`src/rtl/dcst_pkg.sv`:
```
package dcst_pkg;

   // widths of the configuration registers, the csr address, the stream payloads and the default counter
   localparam int CFG_WIDTH        = 16;
   localparam int CSR_ADDR_WIDTH   = 1;
   localparam int REQ_TDATA_WIDTH  = 8;
   localparam int RSP_TDATA_WIDTH  = 8;
   localparam int COUNT_WIDTH_DEF  = 16;

   // register reset values
   localparam logic [CFG_WIDTH-1:0] STROBE_TIMEOUT_RESET = 16'd170;
   localparam logic [CFG_WIDTH-1:0] PAUSE_TICKS_RESET    = 16'd50;

   // register indexes
   localparam logic [CSR_ADDR_WIDTH-1:0] CSR_STROBE_TIMEOUT = 1'd0;
   localparam logic [CSR_ADDR_WIDTH-1:0] CSR_PAUSE_TICKS    = 1'd1;

   // strobe level codes of one channel, bit 0 first strobe, bit 1 second
   localparam logic [1:0] LEVELS_OFF    = 2'b00;
   localparam logic [1:0] LEVELS_FIRST  = 2'b01;
   localparam logic [1:0] LEVELS_SECOND = 2'b10;

   // per channel slice of one tick
   typedef struct packed {
      logic first_key;
      logic second_key;
      logic sensor_edge;
   } lane_in_type;

endpackage

```
`src/rtl/dual_channel_strobe_timer_unit.sv`:
```
// channel   | group                        | payload
// req       | req_tvalid req_tready        | req_tdata  [5:0] key one..four, sensor a, b edge
// rsp       | rsp_tvalid rsp_tready        | rsp_tdata  [3:0] strobe one..four
// csr       | csr_we csr_addr csr_wdata    | 0 strobe timeout ticks, 1 pause ticks
//
// one tick per cycle while req_tready is high: each channel lane updates its counters in the accept cycle
// result appears in the output register the cycle after the tick is accepted
// req_tready falls only while the output register is full and rsp_tready is low
// synchronous reset clears strobes and run counters and loads both pause counters
module dual_channel_strobe_timer_unit
   import dcst_pkg::*;
#(
   parameter int COUNT_WIDTH = COUNT_WIDTH_DEF
) (
   input  logic                       clock,
   input  logic                       reset,
   input  logic                       req_tvalid,
   output logic                       req_tready,
   input  logic [REQ_TDATA_WIDTH-1:0] req_tdata,   // key_one, key_two, key_three,
                                                   // key_four, sensor_a_edge, sensor_b_edge
   output logic                       rsp_tvalid,
   input  logic                       rsp_tready,
   output logic [RSP_TDATA_WIDTH-1:0] rsp_tdata,   // strobe_one, strobe_two,
                                                   // strobe_three, strobe_four
   input  logic                       csr_we,
   input  logic [CSR_ADDR_WIDTH-1:0]  csr_addr,
   input  logic [CFG_WIDTH-1:0]       csr_wdata
);

   logic                              accept;
   logic                              out_free;
   logic [CFG_WIDTH-1:0]              timeout_ff;
   logic [CFG_WIDTH-1:0]              pause_ff;
   logic [CFG_WIDTH+COUNT_WIDTH-1:0]  timeout_ext;
   logic [CFG_WIDTH+COUNT_WIDTH-1:0]  pause_ext;
   logic [COUNT_WIDTH-1:0]            timeout_cnt;
   logic [COUNT_WIDTH-1:0]            pause_cnt;
   lane_in_type                       lane_a_in;
   lane_in_type                       lane_b_in;
   logic [1:0]                        levels_a;
   logic [1:0]                        levels_b;

   assign req_tready = out_free;
   assign accept     = req_tvalid && out_free;

   // configuration registers
   always_ff @(posedge clock) begin
      if (reset) begin
         timeout_ff <= STROBE_TIMEOUT_RESET;
         pause_ff   <= PAUSE_TICKS_RESET;
      end else if (csr_we) begin
         case (csr_addr)
            CSR_STROBE_TIMEOUT: timeout_ff <= csr_wdata;
            CSR_PAUSE_TICKS:    pause_ff   <= csr_wdata;
            default:            ;
         endcase
      end
   end

   // fit register values to the counter width
   assign timeout_ext = {{COUNT_WIDTH{1'b0}}, timeout_ff};
   assign pause_ext   = {{COUNT_WIDTH{1'b0}}, pause_ff};
   assign timeout_cnt = timeout_ext[COUNT_WIDTH-1:0];
   assign pause_cnt   = pause_ext[COUNT_WIDTH-1:0];

   // split the tick into per channel slices
   assign lane_a_in = '{first_key: req_tdata[0], second_key: req_tdata[1],
                        sensor_edge: req_tdata[4]};
   assign lane_b_in = '{first_key: req_tdata[2], second_key: req_tdata[3],
                        sensor_edge: req_tdata[5]};

   dcst_lane #(.COUNT_WIDTH(COUNT_WIDTH)) u_lane_a (
      .clock       (clock),
      .reset       (reset),
      .accept      (accept),
      .lane_in     (lane_a_in),
      .timeout_cnt (timeout_cnt),
      .pause_cnt   (pause_cnt),
      .levels_in   (levels_a)
   );

   dcst_lane #(.COUNT_WIDTH(COUNT_WIDTH)) u_lane_b (
      .clock       (clock),
      .reset       (reset),
      .accept      (accept),
      .lane_in     (lane_b_in),
      .timeout_cnt (timeout_cnt),
      .pause_cnt   (pause_cnt),
      .levels_in   (levels_b)
   );

   dcst_merge u_merge (
      .clock      (clock),
      .reset      (reset),
      .accept     (accept),
      .levels_a   (levels_a),
      .levels_b   (levels_b),
      .rsp_tready (rsp_tready),
      .rsp_tvalid (rsp_tvalid),
      .rsp_tdata  (rsp_tdata),
      .out_free   (out_free)
   );

endmodule

```
`src/rtl/dcst_lane.sv`:
```
module dcst_lane
   import dcst_pkg::*;
#(
   parameter int COUNT_WIDTH = COUNT_WIDTH_DEF
) (
   input  logic                   clock,
   input  logic                   reset,
   input  logic                   accept,
   input  lane_in_type            lane_in,
   input  logic [COUNT_WIDTH-1:0] timeout_cnt,
   input  logic [COUNT_WIDTH-1:0] pause_cnt,
   output logic [1:0]             levels_in
);

   localparam logic [COUNT_WIDTH-1:0] PAUSE_INIT = COUNT_WIDTH'(PAUSE_TICKS_RESET);

   logic [1:0]             levels_ff;
   logic [COUNT_WIDTH-1:0] run_ff;
   logic [COUNT_WIDTH-1:0] run_in;
   logic [COUNT_WIDTH-1:0] pause_ff;
   logic [COUNT_WIDTH-1:0] pause_in;
   logic [COUNT_WIDTH-1:0] run_dec;
   logic [COUNT_WIDTH-1:0] pause_dec;

   // counters step down, saturating at zero
   assign run_dec   = (run_ff   != '0) ? run_ff   - 1'b1 : run_ff;
   assign pause_dec = (pause_ff != '0) ? pause_ff - 1'b1 : pause_ff;

   // sensor edge, then timeout, then key poll
   always_comb begin
      levels_in = levels_ff;
      run_in    = run_dec;
      pause_in  = pause_dec;
      if (lane_in.sensor_edge) begin
         levels_in = LEVELS_OFF;
         pause_in  = pause_cnt;
      end else if (levels_ff != LEVELS_OFF) begin
         if (run_dec == '0) begin
            levels_in = LEVELS_OFF;
            pause_in  = pause_cnt;
         end
      end else if (pause_dec == '0) begin
         if (lane_in.first_key) begin
            run_in    = timeout_cnt;
            levels_in = LEVELS_FIRST;
         end else if (lane_in.second_key) begin
            run_in    = timeout_cnt;
            levels_in = LEVELS_SECOND;
         end
      end
   end

   // channel state, advanced once per accepted tick
   always_ff @(posedge clock) begin
      if (reset) begin
         levels_ff <= LEVELS_OFF;
         run_ff    <= '0;
         pause_ff  <= PAUSE_INIT;
      end else if (accept) begin
         levels_ff <= levels_in;
         run_ff    <= run_in;
         pause_ff  <= pause_in;
      end
   end

   // at most one strobe of the channel is high
   assert property (@(posedge clock) disable iff (reset) !(levels_ff[0] && levels_ff[1]))
      else $error("both strobes of one channel high");

   // a sensor edge always leaves the channel idle
   assert property (@(posedge clock) disable iff (reset)
                    accept && lane_in.sensor_edge |=> levels_ff == LEVELS_OFF)
      else $error("strobe survived a sensor edge");

   // a strobe only starts once the pause has run out
   assert property (@(posedge clock) disable iff (reset)
                    accept && levels_ff == LEVELS_OFF && pause_ff > 1
                    |=> levels_ff == LEVELS_OFF)
      else $error("strobe started during pause");

   // a running strobe keeps its selection until it drops
   assert property (@(posedge clock) disable iff (reset)
                    accept && levels_ff != LEVELS_OFF && levels_in != LEVELS_OFF
                    |=> levels_ff == $past(levels_ff))
      else $error("running strobe changed selection");

endmodule

```
`src/rtl/dcst_merge.sv`:
```
module dcst_merge
   import dcst_pkg::*;
(
   input  logic                       clock,
   input  logic                       reset,
   input  logic                       accept,
   input  logic [1:0]                 levels_a,
   input  logic [1:0]                 levels_b,
   input  logic                       rsp_tready,
   output logic                       rsp_tvalid,
   output logic [RSP_TDATA_WIDTH-1:0] rsp_tdata,
   output logic                       out_free
);

   logic                       valid_ff;
   logic [RSP_TDATA_WIDTH-1:0] data_ff;

   // output register can take a new transaction when empty or draining
   assign out_free = !valid_ff || rsp_tready;

   // valid flag
   always_ff @(posedge clock) begin
      if (reset) begin
         valid_ff <= 1'b0;
      end else if (out_free) begin
         valid_ff <= accept;
      end
   end

   // combined strobe levels of both lanes
   always_ff @(posedge clock) begin
      if (accept) begin
         data_ff <= {{(RSP_TDATA_WIDTH-4){1'b0}}, levels_b, levels_a};
      end
   end

   assign rsp_tvalid = valid_ff;
   assign rsp_tdata  = data_ff;

endmodule
```
`config.mk`:
```
export PLATFORM = sky130hd
export DESIGN_NAME = dual_channel_strobe_timer_unit
export DESIGN_NICKNAME = d
export VERILOG_FILES = /design/src/rtl/dcst_pkg.sv /design/src/rtl/dual_channel_strobe_timer_unit.sv /design/src/rtl/dcst_lane.sv /design/src/rtl/dcst_merge.sv
export SDC_FILE = /design/constraint.sdc
export NUM_CORES = 1
export LEC_CHECK = 0
export ABC_AREA = 1
export BUFFER_PORTS_ARGS = -buffer_cell sky130_fd_sc_hd__buf_4
export CAP_MARGIN = 20
export CORE_MARGIN = 4
export CORE_UTILIZATION = 25
export DETAILED_ROUTE_END_ITERATION = 7
export SLEW_MARGIN = 30
export SYNTH_ARGS = -nofsm -noshare
export SYNTH_HDL_FRONTEND = slang
export SYNTH_HIERARCHICAL = 1
export SYNTH_SLANG_ARGS = --single-unit
export TNS_END_PERCENT = 100
```
`constraint.sdc`:
```
create_clock -name clock -period 4.1 [get_ports clock]
set_input_delay 0.82 -clock clock [delete_from_list [all_inputs] [get_ports clock]]
set_output_delay 0.82 -clock clock [all_outputs]
set_load 0.02 [all_outputs]
```
==> flow_summary_export.csv <==
group,metric,value,unit
synthesis,synthArstFlopShare,0,%
die,floorplan.core_area,28900,um2
global_routing,use_met3,2.16,%
sta,setup_viol,0,
synthesis,avgSynthCellArea,6.04,um2
detailed_routing,vias,7352,
synthesis,yosysSeqAreaShare,29.1,%
sta,slew_violations,0,
sta,fin_setup_tns,0,ps
clocking,cts_resized,0,
setup_path,r2r_slack,1250,ps
synthesis,ys.flop_type,"dfxtp_1",
global_routing,grt_pass1_wl,34100,um
global_routing,grt_overflow_total,0,
synthesis,synth_top_area_share,27.5,%
setup_path,crit_type,"reg -> reg",
sta,fin_skew,6.95,ps
power,peakVddDrop,296,uV
power,leakage,3.77,nW
clocking,cts-buffers-inserted,9,
sta,hold_violations,0,
placement,dpl.cell_count,1586,
final_layout,nNetsFinal,1249,
setup_path,path_cells,"inv_1 -> ha_1 -> nand2_1 -> nor2_2 -> nand2_2 -> nand2_1 -> a21oi_1 -> nand3_1 -> nor2_1 -> nand3_2 -> nand2_2 -> inv_2 -> nand3_1 -> inv_1",
final_layout,syn_to_final_growth,9.79,%
setup_path,crit_fanout,19,
global_routing,track_usage,12.6,%
global_routing,grt_pass1_vias,6749,
setup_path,crit_path_end_kind,"flip-flop",
sta,final_period_minus_worst_setup_slack,2850,ps
final_layout,final_cells,1602,
placement,dpl.hpwl,14900,um
clocking,clock_sinks,105,
placement,gp_congestion,0.882,
global_routing,grt_use_met1,17.2,%
clocking,cts_tree,"built",
job,max_cap_violations,0,
setup_path,slowest_stage,"dfxtp_1",
detailed_routing,detail-route-antenna-nets,0,
placement,place_ws,1260,ps
synthesis,synth-seq-cells,105,
setup_path,max_stage_delay,350,ps
worst_hold_path,hp-class,"reg -> reg",
global_routing,busiest_layer,"met2",
detailed_routing,dr.pass1.iters,5,
sta,finalCritPeriodShare,69.5,%
clocking,root_buffer,"clkbuf_16",
placement,port_buffers,33,
global_routing,grt_use_met2,20.5,%
power,power.total,0.00507,W
clocking,h-tree-depth,3,
die,die_w,180,um
detailed_routing,drt_wl_total,20800,um
synthesis,synth_top_area_cell,"dfxtp_1",
power,p_per_area,628,nW/um2
detailed_routing,vias_per_cell,4.59,
global_routing,antenna_found_initial,1,
sta,worstMarginPinSlew,856,ps
setup_path,critPathTopFamily,"simple AND/OR/NAND/NOR gates",
synthesis,yosysWarnings,6,
global_routing,grt_max_degree,46,
synthesis,syn-cell-area,7360,um2
setup_path,startpoint_type,"flip-flop",
sta,rsz0062_at_grt,"false",
setup_path,cp.required,4220,ps
die,start_util,25.5,%
clocking,cts_setup_buffers,0,
detailed_routing,route.detailed.drc,0,
clocking,postCtsHoldBufs,0,
synthesis,synth_cell_type_count,32,
detailed_routing,wl_per_cell,13.0,um
setup_path,path_buf_inv,3,
synthesis,synth_edf_count,4,
sta,slew_headroom,42.9,%
sta,setup_ws,1250,ps
sta,max_freq,351,MHz
die,die-area,32200,um2
clocking,clockBufferDepth,2,
die,ios,40,
clocking,clkTransAtPathRegs,70,ps
synthesis,ys_top_cells_by_area,"dfxtp_1, nand2_1, nand3_1",
final_layout,layout-drive-gt1-share,9.77,%
run_status,status,"finished, final reports clean",
final_layout,num_antenna_cells,0,
die,die_y,180,um
synthesis,synthCells,1218,
setup_path,cp.arrival,2970,ps
detailed_routing,drt-initial-drc-count,441,
clocking,clock_latency,360,ps
die,row_count,62,
==> power breakdown <==
part / switching, W / internal [W] / total, W
combinational: 0.00177 / 0.000996 / 0.00276
sequential: 0.000191 / 0.00120 / 0.00139
clock: 0.000425 / 0.000497 / 0.000921
==> worst min-delay path, delay by kind of cell (launching register included) <==
family	cells	cell delay, ps
compound gates	1	60
flops	1	310
simple gates	1	60
==> placed cells by master (no fill, tap or decap), types with 2 or more instances in the layout <==
master / Yosys / layout
nand2_1: 372 / 372
nor2_1: 154 / 154
nand3_1: 135 / 135
inv_1: 134 / 131
dfxtp_1: 101 / 101
a21oi_1: 72 / 72
buf_4: 5 / 38
nand4_1: 36 / 36
o21ai_0: 31 / 31
nor2_2: 19 / 19
nand2_2: 17 / 17
xor2_1: 16 / 16
nand3b_1: 14 / 14
nor2_4: 10 / 10
xnor2_1: 10 / 10
clkbuf_16: 0 / 9
inv_2: 5 / 8
o21ai_1: 6 / 6
ha_1: 6 / 6
nand3_2: 4 / 4
conb_1: 1 / 4
edfxtp_1: 4 / 4
nand2_4: 3 / 3
inv_6: 0 / 2
and2_1: 2 / 2
nor2b_1: 2 / 2
or2_2: 2 / 2
nor3_1: 2 / 2
nand3_4: 2 / 2
==> cell type report <==
class,count,area [um2]
Clock buffer,11,243
Clock inverter,5,61.3
Timing Repair Buffer,38,285
Tap cell,384,480
Multi-Input combinational cell,920,4350
Sequential cell,105,2140
Fill cell,3301,20800
Inverter,139,522
==> cells by family (layout without fill, tap and decap cells) <==
| logic type | count (synthesis) | count (layout) | synth area share, % |
|---|---|---|---|
| flops | 105 | 105 | 29.1 |
| other cells | 1 | 4 | 0.0510 |
| xor+xnor | 26 | 26 | 3.09 |
| simple gates | 774 | 774 | 47.2 |
| fa+ha+maj | 6 | 6 | 1.02 |
| compound gates | 110 | 110 | 7.53 |
| buf+inv | 196 | 193 | 12.0 |
==> per-stage QoR <==
| step | area, um2 | hold WS [ps] | utilization, % |
|---|---|---|---|
| global route | 8080 | 511 | 28.0 |
| finish | 8080 | 470 | 28.0 |
| detailed placement | 7780 | 457 | 26.9 |
| floorplan | 7370 | 445 | - |
| global placement | 7780 | 456 | 26.9 |
| CTS | 8080 | 468 | 28.0 |
==> Yosys cell counts (6+ instances only) <==
master and number:
nor2_1 154, nand3b_1 14, dfxtp_1 101, nand2_2 17, xnor2_1 10, xor2_1 16, clkbuf_1 23, a21oi_1 72
inv_1 134, nor2_4 10, buf_2 12, nand2_1 372, nor2_2 19, o21ai_0 31, nand4_1 36, nand3_1 135
o21ai_1 6, buf_6 15, ha_1 6
==> path summary, 6_finish.rpt <==
| check | from | endpoint | cells after the start |
|---|---|---|---|
| setup / recovery | u_lane_b/run_ff[0] | u_merge/rsp_tdata[3] | 14 |
| hold reg to reg | u_lane_b/run_ff[1] | u_lane_b/run_ff[1] | 2 |
| hold / removal | u_lane_b/run_ff[1] | u_lane_b/run_ff[1] | 2 |
| setup reg to reg | u_lane_b/run_ff[0] | u_merge/rsp_tdata[3] | 14 |
==> flip-flops by register name, indices dropped and copies added, names as in the netlist <==
| name | flops |
|---|---|
| u_lane_b/levels_ff | 2 |
| u_lane_a/pause_ff | 16 |
| pause_cnt | 16 |
| u_lane_b/pause_ff | 16 |
| u_lane_b/run_ff | 16 |
| u_lane_a/levels_ff | 2 |
| u_merge/rsp_tvalid | 1 |
| u_lane_a/run_ff | 16 |
| u_merge/rsp_tdata | 4 |
| timeout_cnt | 16 |
==> metal layers <==
metal / vias to the layer above / share of wire [%]
met4: 2 / 1.3
li1: 3821 / -
met5: - / 0.096
met3: 19 / 4.7
met2: 139 / 46
met1: 3371 / 48
(Power assumes the default switching activity.)
